==> src/hdl/ttps_pkg.sv <==
package ttps_pkg;

   // Default geometry of the table.
   localparam int CLUSTER_INDEX_BITS_DEF = 16;
   localparam int WAYS_DEF = 3;
   localparam int DEPTH_OFFSET_DEF = -3;

   // Field widths fixed by the interface.
   localparam int KEY_W = 64;
   localparam int TAG_W = 16;
   localparam int WAY_W = 2;
   localparam int VAL_W = 16;
   localparam int DEPTH_W = 8;
   localparam int BOUND_W = 2;
   localparam int AGE_W = 5;
   localparam int GEN_W = 8;

   // Age and replacement constants.
   localparam logic [7:0] AGE_MASK = 8'hF8;
   localparam logic [7:0] LOW_MASK = 8'h07;
   localparam int REPLACE_MARGIN = 4;
   localparam int PV_BONUS = 2;

   // Codes.
   localparam logic MODE_PROBE = 1'b0;
   localparam logic MODE_SAVE = 1'b1;
   localparam logic [1:0] EXACT_BOUND = 2'd3;

   // Register file.
   localparam int CSR_ADDR_W = 3;
   localparam int CSR_DATA_W = 32;
   localparam logic CSR_IDX_GENERATION = 1'b0;

   // One stored entry; age_bound is {age[4:0], pv, bound[1:0]}.
   typedef struct packed {
      logic [15:0] tag;
      logic [7:0]  depth;
      logic [7:0]  age_bound;
      logic [15:0] score;
      logic [15:0] eval;
      logic [15:0] move;
   } entry_type;

   localparam int ENTRY_W = $bits(entry_type);

   // Commands from the controller to the datapath.
   typedef struct packed {
      logic clear_wr;   // write a zero row at the clear pointer
      logic accept;     // capture the request beat and read its cluster
      logic eval_fire;  // write the updated cluster back
      logic load_rsp;   // load the result register
   } cmd_type;

   // Status from the datapath to the controller.
   typedef struct packed {
      logic clear_last;
      logic is_probe;
   } sts_type;

   // Replacement worth of an entry: depth less the masked age distance.
   function automatic logic signed [9:0] repl_val(input entry_type e,
                                                  input logic [7:0] gen_bits);
      logic [7:0] diff;
      diff = (gen_bits - e.age_bound) & AGE_MASK;
      return $signed({{2{e.depth[7]}}, e.depth}) - $signed({2'b00, diff});
   endfunction

endpackage

==> src/hdl/ttps_ctrl.sv <==
module ttps_ctrl (
   input  logic                clock,
   input  logic                reset,
   input  logic                req_valid,
   output logic                req_stall,
   output logic                rsp_valid,
   input  logic                rsp_stall,
   input  ttps_pkg::sts_type   sts,
   output ttps_pkg::cmd_type   cmd
);

   localparam logic [1:0] ST_CLEAR = 2'd0;
   localparam logic [1:0] ST_IDLE  = 2'd1;
   localparam logic [1:0] ST_EVAL  = 2'd2;

   logic [1:0] state_ff, state_in;
   logic       rsp_valid_ff, rsp_valid_in;
   logic       slot_free;
   logic       fire;

   assign slot_free = !rsp_valid_ff || !rsp_stall;
   assign fire = (state_ff == ST_EVAL) && (!sts.is_probe || slot_free);

   always_comb begin
      cmd.clear_wr  = (state_ff == ST_CLEAR);
      cmd.accept    = (state_ff == ST_IDLE) && req_valid;
      cmd.eval_fire = fire;
      cmd.load_rsp  = fire && sts.is_probe;
   end

   always_comb begin
      state_in = state_ff;
      unique case (state_ff)
         ST_CLEAR: begin
            if (sts.clear_last) state_in = ST_IDLE;
         end
         ST_IDLE: begin
            if (req_valid) state_in = ST_EVAL;
         end
         ST_EVAL: begin
            if (fire) state_in = ST_IDLE;
         end
         default: begin
            state_in = ST_CLEAR;
         end
      endcase
   end

   always_comb begin
      if (cmd.load_rsp) begin
         rsp_valid_in = 1'b1;
      end else begin
         rsp_valid_in = rsp_valid_ff && rsp_stall;
      end
   end

   always_ff @(posedge clock) begin
      if (reset) begin
         state_ff     <= ST_CLEAR;
         rsp_valid_ff <= 1'b0;
      end else begin
         state_ff     <= state_in;
         rsp_valid_ff <= rsp_valid_in;
      end
   end

   assign req_stall = (state_ff != ST_IDLE);
   assign rsp_valid = rsp_valid_ff;

endmodule

==> config.mk <==
export PLATFORM = sky130hd
export DESIGN_NAME = ttps_ctrl
export DESIGN_NICKNAME = d
export VERILOG_FILES = /design/src/hdl/ttps_pkg.sv /design/src/hdl/ttps_ctrl.sv
export SDC_FILE = /design/constraint.sdc
export NUM_CORES = 1
export LEC_CHECK = 0
export ABC_AREA = 1
export BUFFER_PORTS_ARGS = -buffer_cell sky130_fd_sc_hd__clkbuf_2
export CAP_MARGIN = 0
export CELL_PAD_IN_SITES_DETAIL_PLACEMENT = 0
export CELL_PAD_IN_SITES_GLOBAL_PLACEMENT = 2
export CORE_UTILIZATION = 14
export DETAILED_ROUTE_END_ITERATION = 12
export PLACE_DENSITY = 0.59
export SYNTH_ARGS = -nofsm -noshare
export SYNTH_HDL_FRONTEND = slang
export SYNTH_SLANG_ARGS = --single-unit
==> constraint.sdc <==
create_clock -name clock -period 0.8 [get_ports clock]
set_clock_uncertainty 0.05 [all_clocks]
set_input_delay 0.04 -clock clock [delete_from_list [all_inputs] [get_ports clock]]
set_output_delay 0.04 -clock clock [all_outputs]
set_load 0.02 [all_outputs]
=== Word level (Yosys, flattened, before mapping) ===
Index checks and enable logic that the tools add are counted.

* Eq/ne operators: 6
* Mux-type cells: 5
* Reductions and logical operators: 11

{| class="wikitable"
|+ Operators with widths
! kind !! count
|-
| $mux W2 || 3
|-
| $ne A2 B2 Y1 const B || 3
|-
| $pmux W2 S3 || 1
|-
| $logic_and A1 B1 Y1 || 4
|-
| $logic_not A1 Y1 || 3
|-
| $reduce_and A3 Y1 || 1
|-
| $eq A2 B1 Y1 const B || 1
|-
| $eq A2 B2 Y1 const B || 1
|-
| $logic_not A2 Y1 || 1
|-
| $logic_or A1 B1 Y1 || 2
|-
| $ne A2 B1 Y1 const B || 1
|-
| $mux W1 || 1
|}

* Word-level logic and storage cells: 24
* Flip-flop bits (word level): 3
* Bits of input ports: 6

=== Logic depth before layout (Yosys ltp) ===
Gate-level depths: netlist (run 1).

* Depth in word-level cells: 6
* Mapped depth: 6
* Depth with buffers taken out: 6

=== Least setup slack after synthesis (run 1) ===
OpenSTA, ideal clock, no wires.

* Path kind: register -> register
* Start point: reg state_ff[1]
* End point: reg state_ff[0]
* Path slack: -292 ps
* Arrival: 978 ps
* Required time: 686 ps
* Setup time: 64 ps
* Path buffers: 0
* Cell stages (with the launch flop): 6
* Clock period less this slack: 1092 ps
* Cell sequence: dfxtp_1 nor2_1 nand2_1 nand3_1 nand2_1 nor2_1

{| class="wikitable"
|+ RTL lines
! what !! line !! RTL
|-
| from (decl) || ttps_ctrl.sv:16 || <nowiki>logic [1:0] state_ff, state_in;</nowiki>
|-
| from (signal assigned) || ttps_ctrl.sv:62 || <nowiki>state_ff <= state_in;</nowiki>
|}

==> results of run 1 <==
## what timing repair did
item | 4_1_cts | 5_1_grt
hold buffers | 1 | 0
gates resized for setup | 16 | 10
pin swaps | 2 | 0
setup buffers | 3 | 2
endpoints found under the hold margin | 2 | 0
endpoints found under the setup margin | 9 | 9
## logic make-up (layout without fill, tap and decap cells)
group / Yosys count / count (layout) / synth area share
and+or+nand+nor: 17 / 17 / 0.428
buffers and inverters: 9 / 29 / 0.197
AOI/OAI and AO/OA: 2 / 2 / 0.0592
DFF: 3 / 3 / 0.316
## per-stage QoR
| step | power [mW] | hold slack, ps | instances | setup slack (ps) | TNS [ps] |
|---|---|---|---|---|---|
| 5_1_grt | 0.662 | 122 | 65 | -326 | -2040 |
| 4_1_cts | 0.611 | 85.2 | 63 | -287 | -1640 |
| 2_1_floorplan | 0.249 | 52.7 | 31 | -152 | -243 |
| 6_report | 0.618 | 100 | 65 | -278 | -1600 |
| 3_5_place_dp | 0.288 | 180 | 55 | -95.1 | -370 |
| 3_3_place_gp | 0.287 | 177 | 55 | -93.4 | -361 |
## power by group through the flow
stage               clock network, mW  logic (mW)  registers, mW
floorplan                           0      0.0760          0.173
global placement                    0       0.113          0.174
detailed placement                  0       0.114          0.174
CTS                             0.272       0.174          0.165
global route                    0.283       0.211          0.167
finish                          0.257       0.195          0.166
## critical path, delay by kind of cell, from the launching register on
kind          cells  cell delay [ps]
buf+inv           4              290
flops             1              340
simple gates      2              130
## worst max-delay path by stage
stage,start,end,slack [ps],cells after the start
floorplan,state_ff[0]$_SDFFE_PP0P_,state_ff[1]$_SDFFE_PP0P_,-150,6
global placement,state_ff[0]$_SDFFE_PP0P_,cmd[0],-90,6
detailed placement,state_ff[0]$_SDFFE_PP0P_,cmd[0],-100,6
CTS,state_ff[0]$_SDFFE_PP0P_,cmd[0],-290,6
global route,state_ff[0]$_SDFFE_PP0P_,cmd[0],-330,6
finish,state_ff[0]$_SDFFE_PP0P_,cmd[0],-280,6
## flip-flops by register name (all words and copies together), names as in the netlist
register / count
state_ff: 2
rsp_valid: 1
## layer usage
metal | GRT usage | vias to the layer above
li1 | - | 131
met5 | 0 | -
met3 | 0.0173 | 0
met1 | 0.106 | 101
met4 | 0.0776 | 0
met2 | 0.138 | 6
## final cells by class
| cell class | instances | area (sq um) | share of cell area |
|---|---|---|---|
| multi-input cells | 19 | 135 | 0.303 |
| inverters | 8 | 32.5 | 0.0728 |
| clock buffers | 4 | 26.3 | 0.0588 |
| flip-flops and latches | 3 | 71.3 | 0.160 |
| well taps | 14 | 17.5 | 0.0392 |
| repair buffers | 17 | 164 | 0.367 |
## synthesized netlist by cell type (all sizes together)
master	count	area, sq um
nor2	8	40.0
nand3	3	15.0
nand3b	1	7.51
o21ai	1	5.00
nand2	5	18.8
a31oi	1	6.26
buf	1	7.51
dfxtp	3	60.1
inv	8	30.0
==> out/qor.json, run 1 <==
{
  "status": "complete, but fails checks",
  "violated_checks": "setup timing",
  "dpl-instance-area_sq_um": 279,
  "met3_length_microns": 30,
  "timing.final.ws_setup_ps": -278,
  "drt-initial-drc-count": 5,
  "cp_cell_sequence": "inv_4 > nand3_2 > inv_2 > nand2_2 > inv_2 > buf_8",
  "cts.reportedPaths.clkPinSlew_ps": 30,
  "synth_seq_cells": 3,
  "wl_met2_microns": 251,
  "postSynthCellCount": 31,
  "share_seq_of_total_power": 0.269,
  "grt_pass1_wl_microns": 910,
  "r2r_cells": 5,
  "top_layer_in_use": "met3",
  "clk-insertion-delay-late_ps": 230,
  "layout-area-overhead-vs-synth_pct": 135,
  "syn-mean-instance-area_sq_um": 6.13,
  "maxCapViolations": 0,
  "critPathMostFrequentCell": "sky130_fd_sc_hd__inv_2",
  "buffer_ports.inserted": 11,
  "hold_violations_final": 0,
  "critPathRequiredTime_ps": 710,
  "pwr-share-comb": 0.315,
  "timing.setup.critical_path_class": "flip-flop to output port",
  "final_cell_mix": "5 x sky130_fd_sc_hd__clkbuf_2, 5 x sky130_fd_sc_hd__buf_4, 4 x sky130_fd_sc_hd__inv_1, 4 x sky130_fd_sc_hd__nor2_1, 4 x sky130_fd_sc_hd__buf_8",
  "die-area_sq_um": 1510,
  "finalSetupViolations": 8,
  "postSynthNetCount": 37,
  "clock_net_sink_count": 3,
  "r2r_setup_slack_ps": -190,
  "yosysUniqueCellTypes": 12,
  "design.portCount": 12,
  "post-route-period-util": 1.35,
  "number_of_stages_on_the_worst_hold_path": 3,
  "wl_met1_microns": 225,
  "unrepaired_setup_endpoints_after_global_routing": "yes",
  "fp.coreArea_sq_um": 1190,
  "antenna_found_initial": 0,
  "drcViolationCount": 0,
  "antenna_violating_nets_post_route": 0,
  "first_pass_iters": 2,
  "num_rows": 12,
  "detail_route.wirelength_microns": 507,
  "detailroute.via_count": 238,
  "overall_die_height_microns": 38.9,
  "fillers": 133,
  "timing.critical_path.arrival_ps": 990,
  "detailed_place_hpwl_microns": 380,
  "tightest_slew_ps": 169,
  "finalInstanceArea_sq_um": 447,
  "synth-warning-count": 0,
  "p_per_area_nw_per_um2": 1380,
  "critical_path.slowest_cell": "sky130_fd_sc_hd__dfxtp_4",
  "diodes": 0,
  "mappedNetlistArea_sq_um": 190,
  "r2r_end": "state_ff[0]$_SDFFE_PP0P_",
  "post_drt_wl_per_cell_microns": 7.80,
  "cts_tree": "built",
  "max_clock_freq_mhz": 928,
  "gr-total-overflow": 0,
  "setup.worst_path.start_class": "flip-flop",
  "cell_internal_pwr_uw": 441,
  "cts.path.max_buffers": 2,
  "cts.htree.levels": 1,
  "final_core_util": 0.377,
  "final_nets": 58,
  "die-width_microns": 38.9,
  "ir_worst_vdd_v": 0.000586,
  "number_of_buffers_created_by_cts": 3,
  "p_sw_uw": 178,
  "floorplan.initialDensity": 0.160,
  "clockRootBuffer": "sky130_fd_sc_hd__clkbuf_4",
  "grt_pass1_vias": 233,
  "worst_r2r_start": "state_ff[1]$_SDFFE_PP0P_",
  "holdPathEnd": "rsp_valid$_SDFF_PP0_",
  "detail_route.vias_per_cell": 3.66,
  "cp_max_fanout": 4,
  "crit_path_max_incr_delay_ps": 340,
  "p_clk_frac": 0.416,
  "timing_max_transition_violations_final": 0,
  "synth_seq_area_share": 0.316,
  "gpl.final_weighted_congestion": 0.687,
  "power.share.switching": 0.287,
  "drive_above_1_share": 0.686,
  "p_leak_nw": 0.216,
  "period_minus_slack_ps": 1080,
  "grt_max_degree": 6,
  "worst_hold_path_type": "input port to flip-flop",
  "global_route.usage.total": 0.0903,
  "end_kind": "output port",
  "hold_start": "sts[0]",
  "max_slew_margin": 0.886
}
Note: power is estimated with default switching activity, not from simulation.
==> inputs of run 2 (changes only) <==
--- a/config.mk
+++ b/config.mk
@@ -5,14 +5,14 @@
 export SDC_FILE = /design/constraint.sdc
 export NUM_CORES = 1
 export LEC_CHECK = 0
-export ABC_AREA = 1
 export BUFFER_PORTS_ARGS = -buffer_cell sky130_fd_sc_hd__clkbuf_2
 export CAP_MARGIN = 0
 export CELL_PAD_IN_SITES_DETAIL_PLACEMENT = 0
 export CELL_PAD_IN_SITES_GLOBAL_PLACEMENT = 2
-export CORE_UTILIZATION = 14
+export CORE_AREA = 2 2 39 41
 export DETAILED_ROUTE_END_ITERATION = 12
-export PLACE_DENSITY = 0.59
+export DIE_AREA = 0 0 41 43
+export PLACE_DENSITY = 0.53
 export SYNTH_ARGS = -nofsm -noshare
 export SYNTH_HDL_FRONTEND = slang
 export SYNTH_SLANG_ARGS = --single-unit
==> out/qor.json, run 2 <==
{
  "worst_hold_path_type": "input port to flip-flop",
  "critPathRequiredTime_ps": 710,
  "finalSetupTns_ps": -1780,
  "synth-warning-count": 0,
  "period_minus_slack_ps": 1110,
  "post_drt_wl_per_cell_microns": 9.41,
  "detail_route.vias_per_cell": 3.87,
  "grt_max_degree": 7,
  "cts.htree.levels": 1,
  "synth.top_cells.by_count": "3 x sky130_fd_sc_hd__dfxtp_1, 3 x sky130_fd_sc_hd__nor2_1, 2 x sky130_fd_sc_hd__nand2_1",
  "postSynthCellCount": 21,
  "mappedNetlistArea_sq_um": 171,
  "buffer_ports.inserted": 11,
  "die-width_microns": 41,
  "crit_path_max_incr_delay_ps": 360,
  "final_nets": 52,
  "diodes": 0,
  "critical_path.n_buffers_inverters": 2,
  "num_rows": 14,
  "unrepaired_setup_endpoints_after_global_routing": "yes",
  "setup.worst_path.start_class": "flip-flop",
  "cts_tree": "built",
  "overall_die_height_microns": 43,
  "asyncSetResetFlopFracSynth": 0,
  "synth_area_leaders": "sky130_fd_sc_hd__dfxtp_1 35%, sky130_fd_sc_hd__and4b_2 6.6%, sky130_fd_sc_hd__nor2_1 6.6%",
  "instances_no_fill": 61,
  "tightest_slew_ps": 183,
  "gr-total-overflow": 0,
  "die-area_sq_um": 1760,
  "timing.critical_path.arrival_ps": 1020,
  "ir_worst_vdd_v": 0.000896,
  "layout-area-overhead-vs-synth_pct": 166,
  "detailroute.via_count": 236,
  "cp_cell_sequence": "buf_6 > nor3b_2 > buf_4",
  "grt_pass1_vias": 254,
  "p_leak_nw": 0.204,
  "cts.reportedPaths.clkPinSlew_ps": 40,
  "synth_largest_type_area_fraction": 0.350,
  "antenna_violating_nets_post_route": 0,
  "drcViolationCount": 0,
  "number_of_buffers_created_by_cts": 3,
  "post-route-period-util": 1.39,
  "drive_above_1_share": 0.822,
  "mostFrequentLayoutCell": "sky130_fd_sc_hd__buf_4",
  "clock_net_sink_count": 3,
  "synth_enable_flop_cells": 0,
  "timing.setup.critical_path_class": "flip-flop to output port",
  "detail_route.wirelength_microns": 574,
  "hold_violations_final": 0,
  "gpl.final_weighted_congestion": 0.616,
  "critical_path.top_delay_family": "flip-flops",
  "cts.path.max_buffers": 2,
  "postSynthNetCount": 27,
  "synth.largest_area_cell": "sky130_fd_sc_hd__dfxtp_1",
  "cp_max_fanout": 6,
  "antenna_found_initial": 0,
  "synth_seq_cells": 3,
  "status": "complete, but fails checks",
  "placedCellCount": 51,
  "timing_max_transition_violations_final": 0,
  "dominantRegCellSynth": "sky130_fd_sc_hd__dfxtp_1",
  "violated_checks": "setup timing",
  "synth_seq_area_share": 0.350,
  "first_pass_iters": 1,
  "drt-initial-drc-count": 0,
  "max_clock_freq_mhz": 902,
  "yosysUniqueCellTypes": 16,
  "finalSetupViolations": 8,
  "critical_path.slowest_cell": "sky130_fd_sc_hd__dfxtp_4",
  "floorplan.initialDensity": 0.124,
  "end_kind": "output port",
  "largest_register": "state_ff",
  "timing.final.ws_setup_ps": -309,
  "detailed_place_hpwl_microns": 389,
  "fillers": 154,
  "clockRootBuffer": "sky130_fd_sc_hd__clkbuf_4",
  "syn-mean-instance-area_sq_um": 8.16,
  "p_per_area_nw_per_um2": 1360,
  "max_slew_margin": 0.878,
  "fp.coreArea_sq_um": 1380,
  "power.total_uw": 621,
  "design.portCount": 12,
  "maxCapViolations": 0,
  "clk-insertion-delay-late_ps": 230,
  "grt_pass1_wl_microns": 979,
  "final_cell_mix": "9 x sky130_fd_sc_hd__buf_4, 5 x sky130_fd_sc_hd__clkbuf_2",
  "dp_worst_setup_slack_ps": -167,
  "final.hold.worst_slack_ps": 35.5,
  "largest_reg_flops": 2,
  "global_route.usage.total": 0.0843
}
## run 2: cell count changes in the layout (fill, tap and decap cells not counted), moves of 2 or more
| cell | change |
|---|---|
| sky130_fd_sc_hd__nand2_2 | -2 |
| sky130_fd_sc_hd__buf_4 | +4 |
| sky130_fd_sc_hd__nor2_4 | -3 |
| sky130_fd_sc_hd__inv_1 | -4 |
| sky130_fd_sc_hd__buf_6 | +2 |
| sky130_fd_sc_hd__nand2_1 | -2 |
| sky130_fd_sc_hd__inv_2 | -3 |
## run 2: kinds of logic after synthesis
family	after synthesis	share of synthesized area
buf+inv	1	0.0438
compound gates	3	0.117
simple gates	14	0.489
flops	3	0.350
## run 2: power breakdown
| group | internal [mW] | switching, mW |
|---|---|---|
| combinational | 0.113 | 0.0793 |
| clock | 0.186 | 0.0718 |
| sequential | 0.156 | 0.0145 |
| total | 0.456 | 0.166 |
## run 2: what timing repair did
action / in CTS / in global routing
gates resized for setup: 18 / 8
buffers inserted: 5 / 1
pin swaps: 5 / 3
hold endpoints to repair: 1 / 0
setup endpoints to repair: 8 / 9
hold buffers: 1 / 0
## run 2: tightest hold or removal path, delay by kind of cell
| kind | cells | cell delay, ps |
|---|---|---|
| buffers and inverters | 1 | 100 |
| and+or+nand+nor | 1 | 80 |
| AOI/OAI and AO/OA | 1 | 50 |
## run 2: final cells by class
| class | count | area, sq um | area share |
|---|---|---|---|
| Sequential cell | 3 | 71.3 | 0.157 |
| Tap cell | 16 | 20.0 | 0.0440 |
| Clock buffer | 4 | 26.3 | 0.0577 |
| Timing Repair Buffer | 21 | 181 | 0.398 |
| Multi-Input combinational cell | 17 | 156 | 0.343 |
## run 2: metal layers
layer | global-route usage | routed length, microns | share of wire | vias up
met4 | 0.0200 | 0 | 0 | 0
met5 | 0 | 0 | 0 | -
met1 | 0.109 | 240 | 0.42 | 102
met2 | 0.109 | 277 | 0.48 | 9
met3 | 0.0628 | 56 | 0.098 | 0
li1 | - | - | - | 125
## run 2: final timing paths
check / startpoint / end / slack [ps] / depth (start not counted)
max: state_ff[0]$_SDFFE_PP0P_ / cmd[1] / -310 / 3
min: rsp_stall / rsp_valid$_SDFF_PP0_ / 40 / 3
max reg2reg: state_ff[1]$_SDFFE_PP0P_ / state_ff[0]$_SDFFE_PP0P_ / -190 / 2
min reg2reg: rsp_valid$_SDFF_PP0_ / rsp_valid$_SDFF_PP0_ / 460 / 2
## run 2: metrics by stage
step | utilization | instance area (sq um)
after CTS | 0.319 | 442
after global routing | 0.329 | 455
after detailed placement | 0.212 | 293
final | 0.329 | 455
after floorplan | - | 195
after global placement | 0.212 | 293
==> inputs of run 3 (changes only) <==
--- a/config.mk
+++ b/config.mk
@@ -13,6 +13,7 @@
 export DETAILED_ROUTE_END_ITERATION = 12
 export DIE_AREA = 0 0 41 43
 export PLACE_DENSITY = 0.53
+export SETUP_SLACK_MARGIN = 0.1
 export SYNTH_ARGS = -nofsm -noshare
 export SYNTH_HDL_FRONTEND = slang
 export SYNTH_SLANG_ARGS = --single-unit
==> out/qor.json, run 3 (same netlist as run 2, synthesis figures left out) <==
{
  "grt_pass1_wl_microns": 1000,
  "r2r_cells": 2,
  "crit_path_max_incr_delay_ps": 350,
  "p_leak_nw": 0.171,
  "crit_cells": 3,
  "design.portCount": 12,
  "detailroute.via_count": 225,
  "mostFrequentLayoutCell": "sky130_fd_sc_hd__clkbuf_2",
  "largest_reg_flops": 2,
  "critical_path.top_delay_family": "flip-flops",
  "hold_violations_final": 1,
  "violated_checks": "hold timing, setup timing",
  "maxCapViolations": 0,
  "finalSetupViolations": 8,
  "met3_length_microns": 62,
  "post-route-period-util": 1.40,
  "max_clock_freq_mhz": 894,
  "clockRootBuffer": "sky130_fd_sc_hd__clkbuf_4",
  "power.total_uw": 588,
  "final_cell_mix": "5 x sky130_fd_sc_hd__clkbuf_2, 4 x sky130_fd_sc_hd__buf_4, 3 x sky130_fd_sc_hd__clkbuf_4, 3 x sky130_fd_sc_hd__buf_6, 3 x sky130_fd_sc_hd__dfxtp_4",
  "gpl.final_weighted_congestion": 0.625,
  "p_per_area_nw_per_um2": 1450,
  "fp.coreArea_sq_um": 1380,
  "diodes": 0,
  "timing.critical_path.arrival_ps": 1030,
  "number_of_buffers_created_by_cts": 3,
  "cts.reportedPaths.clkPinSlew_ps": 30,
  "cts_tree": "built",
  "wl_met2_microns": 293,
  "critical_path.slowest_cell": "sky130_fd_sc_hd__dfxtp_4",
  "grt_pass1_vias": 230,
  "dp_worst_setup_slack_ps": -171,
  "timing_max_transition_violations_final": 0,
  "unrepaired_setup_endpoints_after_global_routing": "yes",
  "cp_max_fanout": 4,
  "drcViolationCount": 0,
  "final.hold.worst_slack_ps": -35.9,
  "fillers": 158,
  "clock_net_sink_count": 3,
  "end_kind": "output port",
  "detail_route.wirelength_microns": 613,
  "worst_hold_path_type": "input port to flip-flop",
  "final_core_util": 0.294,
  "critPathRequiredTime_ps": 710,
  "first_pass_iters": 2,
  "tightest_slew_ps": 176,
  "cp_cell_sequence": "and3_4 > nor3b_2 > buf_4",
  "setup.worst_path.start_class": "flip-flop",
  "drt-initial-drc-count": 5,
  "grt_max_degree": 8,
  "dpl-instance-area_sq_um": 293,
  "largest_register": "state_ff",
  "status": "complete, but fails checks",
  "global_route.usage.total": 0.0922,
  "gr-total-overflow": 0,
  "timing.final.ws_setup_ps": -318,
  "detailed_place_hpwl_microns": 395,
  "critical_path.n_buffers_inverters": 1,
  "max_slew_margin": 0.882,
  "layout-area-overhead-vs-synth_pct": 137,
  "number_of_stages_on_the_worst_hold_path": 2,
  "cts.path.max_buffers": 2,
  "finalInstanceArea_sq_um": 407,
  "overall_die_height_microns": 43,
  "die-width_microns": 41,
  "timing.setup.critical_path_class": "flip-flop to output port",
  "antenna_violating_nets_post_route": 0,
  "antenna_found_initial": 0,
  "cts.htree.levels": 1,
  "num_rows": 14,
  "buffer_ports.inserted": 11,
  "floorplan.initialDensity": 0.124,
  "ir_worst_vdd_v": 0.000828,
  "detail_route.vias_per_cell": 4.02,
  "period_minus_slack_ps": 1120,
  "wl_met1_microns": 249,
  "die-area_sq_um": 1760,
  "post_drt_wl_per_cell_microns": 10.9,
  "top_layer_in_use": "met4",
  "drive_above_1_share": 0.825,
  "final_nets": 47,
  "clk-insertion-delay-late_ps": 230
}
## run 3: final cells by class
type,instances,area (sq um),area share
multi-input cells,17,151,0.372
repair buffers,16,138,0.338
flip-flops and latches,3,71.3,0.175
clock buffers,4,26.3,0.0646
well taps,16,20.0,0.0492
## run 3: per-stage QoR
stage | cells | TNS [ps]
after floorplan | 21 | -383
after global placement | 51 | -480
after detailed placement | 51 | -561
after CTS | 56 | -1930
after global routing | 56 | -2180
final | 56 | -1830
## run 3: where the power goes
group,switching [mW],total (mW),internal (mW),leakage [nW]
Combinational,0.0698,0.149,0.0791,0.129
Sequential,0.0158,0.171,0.156,0.0267
Clock,0.0804,0.267,0.187,0.0150
## run 3: timing repair
action,in CTS,in global routing
setup buffers,1,0
pin swaps,3,1
cloned,0,0
setup endpoints to repair,9,9
resized for setup,16,8
hold endpoints to repair,1,1
## run 3: layer usage
layer	vias to the layer above	global-route usage
met2	12	0.109
met3	2	0.0785
met4	0	0.0600
met1	98	0.105
met5	-	0
li1	113	-
## run 3: worst register-to-register path, cell delays in order (launching register included)
cell	delay (ps)
sky130_fd_sc_hd__dfxtp_4	360
sky130_fd_sc_hd__or3b_4	390
sky130_fd_sc_hd__o22ai_2	100
## run 3: path summary, 6_finish.rpt
kind              slack, ps                        to                      from
setup / recovery       -320                    cmd[1]      rsp_valid$_SDFF_PP0_
hold / removal          -40      rsp_valid$_SDFF_PP0_                     reset
setup reg to reg       -190  state_ff[1]$_SDFFE_PP0P_  state_ff[0]$_SDFFE_PP0P_
hold reg to reg         480      rsp_valid$_SDFF_PP0_      rsp_valid$_SDFF_PP0_
